### src/rtl/polynomial_least_squares_fit_unit_defines.svh
// ----------------------------------------------------------------------------
// Assertion macros for the least-squares fit unit
// Each macro expects clk and rst_n in scope.
// ----------------------------------------------------------------------------
`ifndef POLYNOMIAL_LEAST_SQUARES_FIT_UNIT_DEFINES_SVH
`define POLYNOMIAL_LEAST_SQUARES_FIT_UNIT_DEFINES_SVH

// same-cycle implication
`define PLSF_ASSERT_IMP(label, ante, cons) \
  label: assert property (@(posedge clk) disable iff (!rst_n) (ante) |-> (cons)) \
    else $error("plsf assertion failed");

// next-cycle implication
`define PLSF_ASSERT_NXT(label, ante, cons) \
  label: assert property (@(posedge clk) disable iff (!rst_n) (ante) |=> (cons)) \
    else $error("plsf assertion failed");

`endif

### src/rtl/plsf_pkg.sv
`timescale 1ns / 1ps
// ----------------------------------------------------------------------------
// plsf_pkg
// Types, codes and saturating Q32.32 helpers for the least-squares fit unit.
// ----------------------------------------------------------------------------
package plsf_pkg;

  localparam int SUM_W = 40;

  localparam logic CMD_POINT = 1'b0;
  localparam logic CMD_SOLVE = 1'b1;

  localparam logic [1:0] STAT_OK   = 2'd0;
  localparam logic [1:0] STAT_SING = 2'd1;
  localparam logic [1:0] STAT_SAT  = 2'd2;

  localparam logic [63:0] S64_MIN = 64'h8000_0000_0000_0000;
  localparam logic [63:0] S64_MAX = 64'h7FFF_FFFF_FFFF_FFFF;

  typedef struct packed {
    logic               cmd;
    logic signed [15:0] x_value;
    logic signed [15:0] y_value;
  } in_item_t;

  typedef struct packed {
    logic [1:0]         coef_index;
    logic signed [47:0] coef_value;
    logic [1:0]         status;
    logic               last_coef;
  } out_item_t;

  // request into a shared arithmetic unit
  typedef struct packed {
    logic        start;
    logic [63:0] a;
    logic [63:0] b;
  } op_req_t;

  typedef struct packed {
    logic         done;
    logic         neg;
    logic [127:0] prod;
  } mul_rsp_t;

  typedef struct packed {
    logic        done;
    logic        neg;
    logic        over;
    logic [63:0] quo;
  } div_rsp_t;

  // value plus saturation flag
  typedef struct packed {
    logic [63:0] v;
    logic        sat;
  } sres_t;

  typedef enum logic [4:0] {
    S_IDLE, S_PT_PX, S_PT_PXW, S_PT_ACC, S_PT_PYW, S_PT_NEXT,
    S_SWAP, S_EL_K, S_EL_I, S_EL_DW, S_EL_J, S_EL_MW,
    S_BS_I, S_BS_J, S_BS_MW, S_BS_DW, S_OUT
  } state_t;

  function automatic logic [63:0] mag64(input logic [63:0] a);
    return a[63] ? (~a + 64'd1) : a;
  endfunction

  function automatic sres_t make_signed(input logic neg, input logic [63:0] mag,
                                        input logic over);
    sres_t r;
    if (neg) begin
      if (over || mag > S64_MIN) r = '{v: S64_MIN, sat: 1'b1};
      else                       r = '{v: ~mag + 64'd1, sat: 1'b0};
    end else begin
      if (over || mag[63]) r = '{v: S64_MAX, sat: 1'b1};
      else                 r = '{v: mag, sat: 1'b0};
    end
    return r;
  endfunction

  function automatic sres_t qmul(input mul_rsp_t m);
    return make_signed(m.neg, m.prod[95:32], |m.prod[127:96]);
  endfunction

  function automatic sres_t sadd(input logic [63:0] a, input logic [63:0] b);
    sres_t       r;
    logic [63:0] s;
    s = a + b;
    if (a[63] == b[63] && s[63] != a[63]) r = '{v: a[63] ? S64_MIN : S64_MAX, sat: 1'b1};
    else                                  r = '{v: s, sat: 1'b0};
    return r;
  endfunction

  function automatic sres_t ssub(input logic [63:0] a, input logic [63:0] b);
    sres_t       r;
    logic [63:0] s;
    s = a - b;
    if (a[63] != b[63] && s[63] != a[63]) r = '{v: a[63] ? S64_MIN : S64_MAX, sat: 1'b1};
    else                                  r = '{v: s, sat: 1'b0};
    return r;
  endfunction

endpackage

### src/rtl/plsf_mul.sv
`timescale 1ns / 1ps
// ----------------------------------------------------------------------------
// plsf_mul
// 64x64 sign-magnitude multiplier, one 32x32 partial product per cycle.
// ----------------------------------------------------------------------------
module plsf_mul (
  input  logic               clk,
  input  logic               rst_n,
  input  plsf_pkg::op_req_t  req,
  output plsf_pkg::mul_rsp_t rsp
);
  import plsf_pkg::*;

  logic [63:0]  ma_r, mb_r;
  logic         neg_r;
  logic [127:0] acc_r;
  logic [1:0]   cnt_r;
  logic         run_r, done_r;
  logic [63:0]  pp;
  logic [1:0]   sh;
  logic [127:0] pp_shift;

  always_comb begin
    pp       = (cnt_r[1] ? ma_r[63:32] : ma_r[31:0]) * (cnt_r[0] ? mb_r[63:32] : mb_r[31:0]);
    sh       = {1'b0, cnt_r[1]} + {1'b0, cnt_r[0]};
    pp_shift = {64'd0, pp} << {sh, 5'd0};
  end

  always_ff @(posedge clk) begin
    if (!rst_n) begin
      run_r  <= 1'b0;
      done_r <= 1'b0;
      cnt_r  <= '0;
    end else begin
      done_r <= 1'b0;
      if (req.start) begin
        ma_r  <= mag64(req.a);
        mb_r  <= mag64(req.b);
        neg_r <= req.a[63] ^ req.b[63];
        acc_r <= '0;
        cnt_r <= '0;
        run_r <= 1'b1;
      end else if (run_r) begin
        acc_r <= acc_r + pp_shift;
        cnt_r <= cnt_r + 2'd1;
        if (cnt_r == 2'd3) begin
          run_r  <= 1'b0;
          done_r <= 1'b1;
        end
      end
    end
  end

  assign rsp = '{done: done_r, neg: neg_r, prod: acc_r};

endmodule

### config.mk
export PLATFORM = sky130hd
export DESIGN_NAME = plsf_mul
export DESIGN_NICKNAME = d
export VERILOG_FILES = /design/src/rtl/polynomial_least_squares_fit_unit_defines.svh /design/src/rtl/plsf_pkg.sv /design/src/rtl/plsf_mul.sv
export SDC_FILE = /design/constraint.sdc
export NUM_CORES = 2
export LEC_CHECK = 0
export ABC_AREA = 1
export BUFFER_PORTS_ARGS = -buffer_cell sky130_fd_sc_hd__clkbuf_2
export CAP_MARGIN = 20
export CORE_AREA = 3 3 279 390
export CTS_CLUSTER_SIZE = 14
export DETAILED_ROUTE_END_ITERATION = 10
export DIE_AREA = 0 0 282 393
export GPL_TIMING_DRIVEN = 0
export PLACE_DENSITY_LB_ADDON = 0.2
export SKIP_LAST_GASP = 1
export SLEW_MARGIN = 10
export SYNTH_ARGS = -nofsm -noshare
export SYNTH_HDL_FRONTEND = slang
export SYNTH_SLANG_ARGS = --single-unit
export TNS_END_PERCENT = 5
### constraint.sdc
create_clock -name clk -period 9.4 [get_ports clk]
set_clock_uncertainty 0.2 [all_clocks]
set_input_delay 1.88 -clock clk [delete_from_list [all_inputs] [get_ports clk]]
set_output_delay 1.88 -clock clk [all_outputs]
set_load 0.02 [all_outputs]
==> impl_metrics.tcl, run 1 <==
set metrics [dict create \
    status "stopped before the end" \
    h-tree-depth 1 \
    clkSinkCount 261 \
    synth_edf_count 257 \
    root_buffer "clkbuf_16" \
    error "[ERROR GRT-0116] Global routing finished with congestion. Check the congestion regions in the DRC Viewer." \
    async_flop_share_pct 0 \
    finalWeightedCongestion 1.198 \
    placed_cell_area_um2 61640 \
    synth_seq_cells 261 \
    dp_worst_setup_slack_ns -5.428 \
    ys_types 63 \
    synthCells 7776 \
    die_h_um 393 \
    synth.avg_cell_area_um2 7.445 \
    die_w_um 282 \
    cts_buffers 29 \
    synth_nets 9197 \
    track_usage_pct 65.74 \
    grt_max_degree 67 \
    synthFlopType "edfxtp_1" \
    rows 141 \
    clock_path_buffers 3 \
    grt_pass1_vias 67647 \
    yosysSeqAreaShare_pct 13.47 \
    grt_pass1_wl_um 511200 \
    gr-total-overflow 134 \
    initial_core_util_pct 54.79 \
    ys.warnings.count 0 \
    haltStage "global routing (5_1_grt)" \
    pin_count 261 \
    netlist_area_um2 57900 \
    ctsHoldBuffers 0 \
    dpl.hpwl_um 254600 \
    io_buffers 260 \
]
==> stage by stage <==
| stage | TNS (ns) | std cells |
|---|---|---|
| after CTS | -82.27 | 9672 |
| after detailed placement | -415.15 | 9438 |
| after global placement | -535.88 | 9394 |
| after floorplan | 0 | 7776 |
==> routing by layer <==
| metal | GRT overflow | global-route usage [%] |
|---|---|---|
| met2 | 67 | 88.70 |
| met3 | 1 | 42.37 |
| met4 | 66 | 72.15 |
| met1 | 0 | 63.14 |
| met5 | 0 | 11.07 |
==> cells by family after synthesis <==
kind of cell	share of synthesized area, %
flip-flops	13.47
AO/OA/AOI/OAI	10.40
adder cells (fa/ha/maj)	39.51
buffers and inverters	11.84
AND/OR/NAND/NOR	22.20
XOR/XNOR	2.526
multiplexers	0.05187
==> what timing repair did <==
item                       4_1_cts
setup buffers                  181
cloned                           2
pin swaps                      152
gates resized for setup       1140
setup endpoints to repair      118
==> synthesized netlist by cell type, drive strengths merged, types with 2 or more instances <==
master  instances  area share [%]
inv          1569              10
nor2         1405             9.4
nand2        1339             8.9
fa            897              31
a21oi         485             4.3
o21ai         483             4.3
ha            393             8.5
edfxtp        257              13
clkbuf        190             1.2
nand3         177             1.6
xor2          111             1.7
nor3           81            0.81
xnor2          56            0.85
nand4          51            0.61
nor4           43            0.50
clkinv         33            0.21
o21bai         30            0.39
buf            28            0.22
a21o           27            0.35
o21a           22            0.29
a31oi          15            0.16
or2            15            0.16
a21boi         14            0.18
o22ai           9           0.097
nand3b          7           0.091
o211ai          7           0.099
o31ai           6            0.11
a211oi          4           0.052
and2            4           0.043
dfxtp           4            0.14
and3            3           0.032
mux2i           3           0.052
nor3b           2           0.035
==> inputs of run 2 (changes only) <==
Settings changed: CORE_AREA 3 3 279 390 to 3 3 385 387, CTS_CLUSTER_SIZE 14 to unset, DIE_AREA 0 0 282 393 to 0 0 388 390, PLACE_DENSITY_LB_ADDON 0.2 to 0.15.
Clock period 9.4 ns to 12.2 ns, I/O delays scaled along.
==> impl_metrics.tcl, run 2 <==
set metrics [dict create \
    setup_viol 2 \
    rows 140 \
    final_cell_area_um2 64660 \
    cp.required_ns 12.46 \
    crit_type "flip-flop to flip-flop" \
    tightest_slew_ns 1.283 \
    track_usage_pct 38.84 \
    synthFlopType "edfxtp_1" \
    drc 0 \
    synthToLayoutAreaGrowth_pct 11.69 \
    ys.warnings.count 0 \
    violations "negative setup slack" \
    hold_class "flip-flop to flip-flop" \
    finalHoldViolations 0 \
    utilization_pct 44.53 \
    crit_slowest_cell "o21ai_0" \
    ys_types 63 \
    io_buffers 260 \
    async_flop_share_pct 0 \
    final_common_cell "inv_1" \
    num_vias 56292 \
    synth_edf_count 257 \
    start_kind "flip-flop" \
    cts_buffers 37 \
    yosysTopAreaCell "fa_1" \
    arrival_ns 12.51 \
    grt_pass1_vias 56187 \
    ys_top_cells_by_count "inv_1, nor2_1, nand2_1" \
    grt_pass1_wl_um 413700 \
    clock_latency_ns 0.62 \
    yosysSeqAreaShare_pct 13.47 \
    initial_core_util_pct 39.87 \
    finalWeightedCongestion 1.092 \
    rsz0062_at_grt "yes" \
    core-area_um2 145200 \
    yosysMostFrequentCell "inv_1" \
    layout_common_cells "inv_1, nor2_1, nand2_1, fa_1, a21oi_1" \
    drv_cap 0 \
    max_freq_ghz 0.08165 \
    placed_cell_area_um2 62710 \
    pin_count 261 \
    synth.avg_cell_area_um2 7.445 \
    wl_per_cell_um 29.49 \
    reg.largest.list "acc_r (128), ma_r (64), mb_r (64)" \
    layout-drive-gt1-share_pct 10.07 \
    dpl.hpwl_um 261600 \
    status "complete, but fails checks" \
    synth_nets 9197 \
    synth_seq_cells 261 \
    ctsHoldBuffers 0 \
    clkSinkCount 261 \
    synthTopCellsByArea "fa_1, edfxtp_1, inv_1, nor2_1, ha_1" \
    antenna_left 0 \
    drt_iter0_markers 5931 \
    root_buffer "clkbuf_16" \
    fillCellCount 15406 \
    period_share_pct 100.4 \
    gr-total-overflow 0 \
    fin_ws_ns -0.04755 \
    grt_max_degree 72 \
    end_kind "flip-flop" \
    die_h_um 390 \
    routed_wirelength_um 297600 \
    largest_register "acc_r" \
    slew_headroom_pct 13.57 \
    firstDrtPassIters 6 \
    die-area_um2 151300 \
    hold_depth 1 \
    antenna_found_initial 16 \
    largest_reg_flops 128 \
    tns_ns -0.08776 \
    r2r_cells 37 \
    h-tree-depth 2 \
    cts_tree "built" \
    cpMostUsedCell "fa_1" \
    netlist_area_um2 57900 \
    netlist.area_leader.share_pct 31.02 \
    clock_path_buffers 3 \
    die_w_um 388 \
    drv_slew 0 \
    routed_via_density 5.578 \
    slowest_delay_ns 1.04 \
    period_minus_slack_ns 12.25 \
    synthCells 7776 \
    worstPathMaxFanout 10 \
    num-nets-final 9562 \
    path_clk_slew_ns 0.06 \
]
run 2: path summary, 6_finish.rpt:
path                                from         to  slack (ns)
worst max-delay path            cnt_r[1]  acc_r[98]       -0.05
worst min-delay path               run_r   cnt_r[1]        0.32
worst max register to register  cnt_r[1]  acc_r[98]       -0.05
worst min register to register     run_r   cnt_r[1]        0.32
run 2: logic make-up (layout without fill, tap and decap cells):
family	after synthesis	count (layout)	share of synthesized area (%)
DFF	261	261	13.47
AOI/OAI and AO/OA	1106	1106	10.40
and+or+nand+nor	3129	3129	22.20
other	0	5	0
muxes	3	3	0.05187
buffers and inverters	1820	2214	11.84
xor gates and xnor gates	167	167	2.526
adders and majority gates	1290	1290	39.51
run 2: layer usage:
layer  share of wire, %  global-route usage (%)  vias to the layer above
li1                   -                       -                    24722
met1                 42                   53.11                    28175
met2                 42                   57.25                     2792
met3                 11                   10.61                      591
met4                5.6                   17.71                       12
met5              0.031                       0                        -
run 2: worst max-delay path, delay by kind of cell, from the launching register on:
family | cells | cell delay [ns]
XOR/XNOR | 1 | 0.38
adder cells (fa/ha/maj) | 10 | 4.92
flip-flops | 1 | 0.44
buffers and inverters | 8 | 1.54
AO/OA/AOI/OAI | 14 | 4.22
AND/OR/NAND/NOR | 4 | 0.41
run 2: through the flow:
stage,cells,hold WS [ns],setup WS [ns]
floorplan,7776,0.2807,3.042
global placement,9953,0.3063,-2.790
detailed placement,10017,0.3120,-1.800
CTS,10078,0.3210,0.0008544
global route,10088,0.3426,-0.1610
finish,10092,0.3207,-0.04755
run 2: cell type report:
class	instances	area, µm²	area share, %
plain buffers	208	1030	1.593
diodes	5	12.51	0.01935
repair buffers	336	2362	3.653
well taps	1917	2399	3.709
clock buffers	42	965.9	1.494
multi-input cells	5695	43810	67.76
inverters	1602	6098	9.431
flip-flops and latches	261	7797	12.06
clock inverters	26	183.9	0.2844
run 2: timing repair:
item	CTS	global route
endpoints found under the setup margin	97	88
pin swaps	2	3
cloned	0	0
resized for setup	144	229
buffers inserted	2	9
Power of run 2 is not shown: default switching activity piles up to over one toggle a cycle in this logic, so the estimate is an artifact.
