[src/rtl/polynomial_least_squares_fit_unit_defines.svh]
// ----------------------------------------------------------------------------
// Assertion macros for the least-squares fit unit
// Each macro expects clk and rst_n in scope.
// ----------------------------------------------------------------------------
`ifndef POLYNOMIAL_LEAST_SQUARES_FIT_UNIT_DEFINES_SVH
`define POLYNOMIAL_LEAST_SQUARES_FIT_UNIT_DEFINES_SVH

// same-cycle implication
`define PLSF_ASSERT_IMP(label, ante, cons) \
  label: assert property (@(posedge clk) disable iff (!rst_n) (ante) |-> (cons)) \
    else $error("plsf assertion failed");

// next-cycle implication
`define PLSF_ASSERT_NXT(label, ante, cons) \
  label: assert property (@(posedge clk) disable iff (!rst_n) (ante) |=> (cons)) \
    else $error("plsf assertion failed");

`endif

[src/rtl/plsf_pkg.sv]
`timescale 1ns / 1ps
// ----------------------------------------------------------------------------
// plsf_pkg
// Types, codes and saturating Q32.32 helpers for the least-squares fit unit.
// ----------------------------------------------------------------------------
package plsf_pkg;

  localparam int SUM_W = 40;

  localparam logic CMD_POINT = 1'b0;
  localparam logic CMD_SOLVE = 1'b1;

  localparam logic [1:0] STAT_OK   = 2'd0;
  localparam logic [1:0] STAT_SING = 2'd1;
  localparam logic [1:0] STAT_SAT  = 2'd2;

  localparam logic [63:0] S64_MIN = 64'h8000_0000_0000_0000;
  localparam logic [63:0] S64_MAX = 64'h7FFF_FFFF_FFFF_FFFF;

  typedef struct packed {
    logic               cmd;
    logic signed [15:0] x_value;
    logic signed [15:0] y_value;
  } in_item_t;

  typedef struct packed {
    logic [1:0]         coef_index;
    logic signed [47:0] coef_value;
    logic [1:0]         status;
    logic               last_coef;
  } out_item_t;

  // request into a shared arithmetic unit
  typedef struct packed {
    logic        start;
    logic [63:0] a;
    logic [63:0] b;
  } op_req_t;

  typedef struct packed {
    logic         done;
    logic         neg;
    logic [127:0] prod;
  } mul_rsp_t;

  typedef struct packed {
    logic        done;
    logic        neg;
    logic        over;
    logic [63:0] quo;
  } div_rsp_t;

  // value plus saturation flag
  typedef struct packed {
    logic [63:0] v;
    logic        sat;
  } sres_t;

  typedef enum logic [4:0] {
    S_IDLE, S_PT_PX, S_PT_PXW, S_PT_ACC, S_PT_PYW, S_PT_NEXT,
    S_SWAP, S_EL_K, S_EL_I, S_EL_DW, S_EL_J, S_EL_MW,
    S_BS_I, S_BS_J, S_BS_MW, S_BS_DW, S_OUT
  } state_t;

  function automatic logic [63:0] mag64(input logic [63:0] a);
    return a[63] ? (~a + 64'd1) : a;
  endfunction

  function automatic sres_t make_signed(input logic neg, input logic [63:0] mag,
                                        input logic over);
    sres_t r;
    if (neg) begin
      if (over || mag > S64_MIN) r = '{v: S64_MIN, sat: 1'b1};
      else                       r = '{v: ~mag + 64'd1, sat: 1'b0};
    end else begin
      if (over || mag[63]) r = '{v: S64_MAX, sat: 1'b1};
      else                 r = '{v: mag, sat: 1'b0};
    end
    return r;
  endfunction

  function automatic sres_t qmul(input mul_rsp_t m);
    return make_signed(m.neg, m.prod[95:32], |m.prod[127:96]);
  endfunction

  function automatic sres_t sadd(input logic [63:0] a, input logic [63:0] b);
    sres_t       r;
    logic [63:0] s;
    s = a + b;
    if (a[63] == b[63] && s[63] != a[63]) r = '{v: a[63] ? S64_MIN : S64_MAX, sat: 1'b1};
    else                                  r = '{v: s, sat: 1'b0};
    return r;
  endfunction

  function automatic sres_t ssub(input logic [63:0] a, input logic [63:0] b);
    sres_t       r;
    logic [63:0] s;
    s = a - b;
    if (a[63] != b[63] && s[63] != a[63]) r = '{v: a[63] ? S64_MIN : S64_MAX, sat: 1'b1};
    else                                  r = '{v: s, sat: 1'b0};
    return r;
  endfunction

endpackage

[src/rtl/plsf_div.sv]
`timescale 1ns / 1ps
// ----------------------------------------------------------------------------
// plsf_div
// Q32.32 restoring divider: |a|*2^32 / |b|, one quotient bit per cycle.
// ----------------------------------------------------------------------------
module plsf_div (
  input  logic               clk,
  input  logic               rst_n,
  input  plsf_pkg::op_req_t  req,
  output plsf_pkg::div_rsp_t rsp
);
  import plsf_pkg::*;

  logic [127:0] num_r;
  logic [63:0]  den_r, rem_r, quo_r;
  logic         neg_r, over_r, run_r, done_r;
  logic [6:0]   cnt_r;
  logic [63:0]  rs;
  logic         take;

  always_comb begin
    rs   = {rem_r[62:0], num_r[127]};
    take = rem_r[63] || (rs >= den_r);
  end

  always_ff @(posedge clk) begin
    if (!rst_n) begin
      run_r  <= 1'b0;
      done_r <= 1'b0;
      cnt_r  <= '0;
    end else begin
      done_r <= 1'b0;
      if (req.start) begin
        num_r  <= {32'd0, mag64(req.a), 32'd0};
        den_r  <= mag64(req.b);
        neg_r  <= req.a[63] ^ req.b[63];
        rem_r  <= '0;
        quo_r  <= '0;
        over_r <= 1'b0;
        cnt_r  <= '0;
        run_r  <= 1'b1;
      end else if (run_r) begin
        num_r  <= {num_r[126:0], 1'b0};
        rem_r  <= take ? rs - den_r : rs;
        quo_r  <= {quo_r[62:0], take};
        over_r <= over_r | quo_r[63];
        cnt_r  <= cnt_r + 7'd1;
        if (cnt_r == 7'd127) begin
          run_r  <= 1'b0;
          done_r <= 1'b1;
        end
      end
    end
  end

  assign rsp = '{done: done_r, neg: neg_r, over: over_r, quo: quo_r};

endmodule

[config.mk]
export PLATFORM = sky130hd
export DESIGN_NAME = plsf_div
export DESIGN_NICKNAME = d
export VERILOG_FILES = /design/src/rtl/polynomial_least_squares_fit_unit_defines.svh /design/src/rtl/plsf_pkg.sv /design/src/rtl/plsf_div.sv
export SDC_FILE = /design/constraint.sdc
export NUM_CORES = 1
export LEC_CHECK = 0
export ABC_AREA = 1
export BUFFER_PORTS_ARGS = -buffer_cell sky130_fd_sc_hd__buf_4
export CAP_MARGIN = 20
export CELL_PAD_IN_SITES_DETAIL_PLACEMENT = 0
export CELL_PAD_IN_SITES_GLOBAL_PLACEMENT = 1
export CORE_ASPECT_RATIO = 0.9
export CORE_MARGIN = 10
export CORE_UTILIZATION = 35
export DETAILED_ROUTE_END_ITERATION = 7
export GPL_TIMING_DRIVEN = 0
export PLACE_DENSITY = 0.67
export SLEW_MARGIN = 0
export SYNTH_ARGS = -nofsm -noshare
export SYNTH_HDL_FRONTEND = slang
export SYNTH_SLANG_ARGS = --single-unit
[constraint.sdc]
create_clock -name clk -period 26.6 [get_ports clk]
set_input_delay 2.66 -clock clk [delete_from_list [all_inputs] [get_ports clk]]
set_output_delay 2.66 -clock clk [all_outputs]
set_load 0.01 [all_outputs]
Word-level counts from Yosys, hierarchy flattened:

Cells that the tools add are included.

* add/sub/neg operators: 4
* $lt $le $gt $ge: 1
* eq/ne operators: 1
* muxes and demuxes: 12
* bitwise gates (word level): 6
* reduce and logical (&&, ||, !) cells: 6

Operators by type and width (number)
* $mux W64: 4
* $add A64 B1 Y64 const B: 2
* $mux W128: 1
* $not A64 Y64: 2
* $mux W96: 1
* $ge A64 B64 Y1: 1
* $sub A64 B64 Y64: 1
* $mux W63: 1
* $add A7 B1 Y7 const B: 1
* $eq A7 B7 Y1 const B: 1
* $mux W1: 5
* $reduce_and A2 Y1: 2
* $reduce_or A3 Y1: 1
* $not A1 Y1: 2
* $reduce_bool A2 Y1: 1
* $reduce_or A2 Y1: 1
* $logic_or A1 B1 Y1: 1
* $or A1 B1 Y1: 1
* $xor A1 B1 Y1: 1

* register bits after elaboration: 330
* output and inout port bits: 67
* logic and storage cells: 41

Longest topological paths before layout:

* depth after elaboration: 4
* mapped depth: 19
* depth with buffers taken out: 18

Worst setup path after synthesis:

Ideal clock, no wire load.

* path type: input to register
* start point: input req[128] (netlist name)
* end point: register num_r[100] (enable)
* arrival: 14.431 ns
* setup slack: 11.283 ns
* stages on the path: 6
* path buffers: 4
* cells stage by stage: clkbuf_1 > inv_1 > buf_2 > buf_2 > buf_1 > a21oi_1

* cells in the longest elaborated chain, start to end: 2

Ends and longest elaborated chain
* from (decl): RTL line plsf_div.sv:9 `input plsf_pkg::op_req_t req,`
* $reduce_bool A2 Y1 (no source line)
* $reduce_and A2 Y1 (no source line)
* to (signal assigned): RTL line plsf_div.sv:34 `num_r <= {32'd0, mag64(req.a), 32'd0};`
* to (signal assigned): RTL line plsf_div.sv:43 `num_r <= {num_r[126:0], 1'b0};`
* to (decl): RTL line plsf_div.sv:14 `logic [127:0] num_r;`

Every way passes these cells.
A chain may end at the register's enable or synchronous reset.

Worst setup path after layout:

* start point: input req[128] (netlist name)
* end point: register quo_r[48] (enable)

* cells in the longest elaborated chain, start to end: 2

Ends and longest elaborated chain
* $reduce_bool A2 Y1 (no source line)
* $reduce_and A2 Y1 (no source line)
* to (signal assigned): RTL line plsf_div.sv:45 `quo_r <= {quo_r[62:0], take};`
* to (decl): RTL line plsf_div.sv:15 `logic [63:0] den_r, rem_r, quo_r;`

Every way passes these cells.

==> impl_results.md <==
- Status: completed
- Startpoint types: input pin
- Hold Violations, Final: 0
- Yosys top cell by area: edfxtp_1
- CTS tree: built
- Vias/cell: 4.844
- Final Non-Filler Cells: ~4.4k
- Die ar.: 73800 µm²
- Post-layout power: approximately 1.5 mW
- Critical Path Sink Type: register
- Clk Tree Root Cell: clkbuf_16
- Fin. max-slew vios: 0
- Hold_ws: 0.4881 ns
- Predominant post-synthesis flop cell: edfxtp_1
- Vias in the first global route: ~20k
- Final nets: 3690
- # IOs: 198
- Port Buffer Count: 196
- Initial Util: 35.34%
- Arrival time worst endpoint: 5.49 ns
- Synth top area share: 39.30%
- Most common library cells after synthesis: 1021 x nand2_1, 633 x inv_1, 518 x nor2_1
- CP Class: in2reg
- Gpl congestion: around 0.95
- Yosys warns: 0
- VDD IR-drop max: 0.03713 mV
- HPWL after detailed placement: 68490 µm
- Clock sinks: around 300
- H-tree depth: 2
- Critical Path End: quo_r[48]$_SDFFCE_PP0P_
- CTS Hold Buffers Added: 0
- Sum Neg Setup Slack: 0 ns
- Worst R2R Setup Slack: 23.05 ns
- Cell Rows: 87
- GR Overflow Total: 0
- Synth Net Count: 3445
- Clock Path Buffers: 3
- Cells after synthesis: 3246
- TritonRoute pass-1 iters: 6
- Pin count of the biggest net entering global routing: 50
- Reg2Reg Capture Point: rem_r[48]$_SDFFCE_PP0P_
- Share of layout cells above drive strength 1: about a tenth
- Max-cap viol count: 0
- Antenna diodes: 0
- # setup viols final: 0
- Worst Tran Pin Value: 1.022 ns
- Worst EP required: 26.86 ns
- Area of the core: 62700 µm²
- Max_slew headroom: 31.84%
- Post-CTS Setup Bufs: 0
- Clock Latency Late Sink: 0.59 ns
- Worst Setup SP: req[128]
- Tmin final: ~5.2 ns
- Ranking of synthesized cells by area: edfxtp_1 39%, nand2_1 17%, inv_1 11%, nor2_1 8.8%, xor2_1 4.1%
- Count of flip-flops with a built-in enable after synthesis: 290
- # DRC: 0
- Vias: 21.14k
- Synthesized area: 22160 µm²
- Worst-path fanout max: 31
- P_leak: 12.82 nW
- Gr usage total: 21.75%
- Syn_area_per_cell: between 6 and 7 µm²
- Yosys reg bits: 299
- Async set-or-reset flop fraction in the synthesized netlist: 0%
- Clock skew: 0.06528 ns
- Sequential area share after synthesis: 40.11%
- ANT nets after route: 0
- CTS Buf Count: 37
- RR Startpoint: num_r[127]$_SDFFCE_PP0P_
- Most frequent cell after synthesis: nand2_1
- WL final: 82630 µm
- Antenna violations before repair: 0
- First-pass GRT wire length: about 120000 µm
- Starting DRT DRC Count: 1713
- Wire per inst: 18.93 µm
- Post-Route Utilization: about 42%
- Max Clk Rate: between 150 and 200 MHz
- Post-cts resize count: 0
- Post-synthesis cell type count: 45
- Clock slew seen by the registers of the worst setup and hold paths: roughly 0.060 ns
- Period utilization: about a fifth
- Unrepaired setup endpoints after global routing: false
- Area growth from synthesis to layout: 17.61%
- Die Y-Extent: 258.7 µm
- Inst Count DP: roughly 4.3k
- Min-Delay Path Class: reg2reg
- Chip width: approximately 290 µm
- Power per standard cell area: between 50 and 60 nW/µm²
- R2R depth: 17
[per-stage QoR]
| step | worst slack (ns) | cell area (µm²) |
|---|---|---|
| 6_report | 21.37 | 26060 |
| 5_1_grt | 21.17 | 26060 |
| 4_1_cts | 21.33 | 26060 |
| 3_5_place_dp | 20.73 | 24920 |
| 3_3_place_gp | 4.835 | 24690 |
| 2_1_floorplan | 11.28 | 22160 |
[state kept, by name, summed over array words and instances (netlist names)]
signal  cells
num_r      96
den_r      64
quo_r      64
rem_r      64
cnt_r       7
done_r      1
neg_r       1
over_r      1
run_r       1
[area by class of cell]
class	count	area, µm²
fillers	6700	36640
clock buffers	44	952.2
multi-input cells	2233	10520
clock inverters	23	187.7
plain buffers	64	319.1
flip-flops and latches	299	8889
well taps	845	1057
repair buffers	206	1694
inverters	650	2442
[how the worst min path moves through the flow]
| stage | start | to | slack, ns | cells past startpoint |
|---|---|---|---|---|
| final | cnt_r[1]$_SDFFE_PP0P_ | cnt_r[1]$_SDFFE_PP0P_ | 0.49 | 2 |
| after floorplan | cnt_r[2]$_SDFFE_PP0P_ | cnt_r[2]$_SDFFE_PP0P_ | 0.45 | 2 |
| after CTS | cnt_r[2]$_SDFFE_PP0P_ | cnt_r[2]$_SDFFE_PP0P_ | 0.49 | 2 |
| after global routing | cnt_r[2]$_SDFFE_PP0P_ | cnt_r[2]$_SDFFE_PP0P_ | 0.51 | 2 |
| after detailed placement | cnt_r[2]$_SDFFE_PP0P_ | cnt_r[2]$_SDFFE_PP0P_ | 0.48 | 2 |
| after global placement | cnt_r[4]$_SDFFE_PP0P_ | cnt_r[4]$_SDFFE_PP0P_ | 0.47 | 1 |
[worst max-delay path: stages]
cell and delay, ns:
clkbuf_1 0.36, inv_1 0.27, buf_2 0.32, buf_2 0.25, buf_1 0.46, a21oi_4 0.62, buf_12 0.28, buf_12 0.22
[cell usage in the layout, fill, tap and decap left out, types with 8 or more instances in the layout]
cell | synthesis | layout
nor2_1 | 518 | 518
o21ai_0 | 105 | 105
xor2_1 | 104 | 104
nand3b_1 | 9 | 9
edfxtp_1 | 290 | 290
clkbuf_1 | 41 | 48
a21oi_1 | 61 | 60
nand4_1 | 59 | 59
inv_1 | 633 | 632
nand2_1 | 1021 | 1021
nor2_2 | 9 | 9
nand3_1 | 145 | 145
clkbuf_16 | 0 | 37
inv_2 | 13 | 14
ha_1 | 67 | 67
xnor2_1 | 18 | 18
dfxtp_1 | 9 | 9
buf_4 | 10 | 206
a31oi_1 | 24 | 24
nor3_1 | 30 | 30
nor4_1 | 11 | 11
o21ai_1 | 8 | 8
[cells by family (layout without fill, tap and decap cells)]
group	count (synthesis)	after routing	share of synthesized area, %
buffers and inverters	714	987	12.46
AND/OR/NAND/NOR	1833	1833	33.71
flip-flops	299	299	40.11
AO/OA/AOI/OAI	210	210	5.025
adder cells (fa/ha/maj)	68	68	3.873
XOR/XNOR	122	122	4.822
[power by group]
part           internal, mW  leakage [nW]  switching [mW]
logic                 0.141          9.39           0.305
clock network         0.270         0.552           0.217
registers             0.566          2.87          0.0175
[per-layer routing]
layer / vias to the layer above / global-route usage, % / share of wire, %
met4: 0 / 5.582 / 2.3
met3: 81 / 3.701 / 7.4
met1: 9836 / 33.07 / 50
met2: 647 / 31.09 / 40
li1: 10575 / - / -
met5: - / 0 / 0
Note: power is estimated with default switching activity, not from simulation.
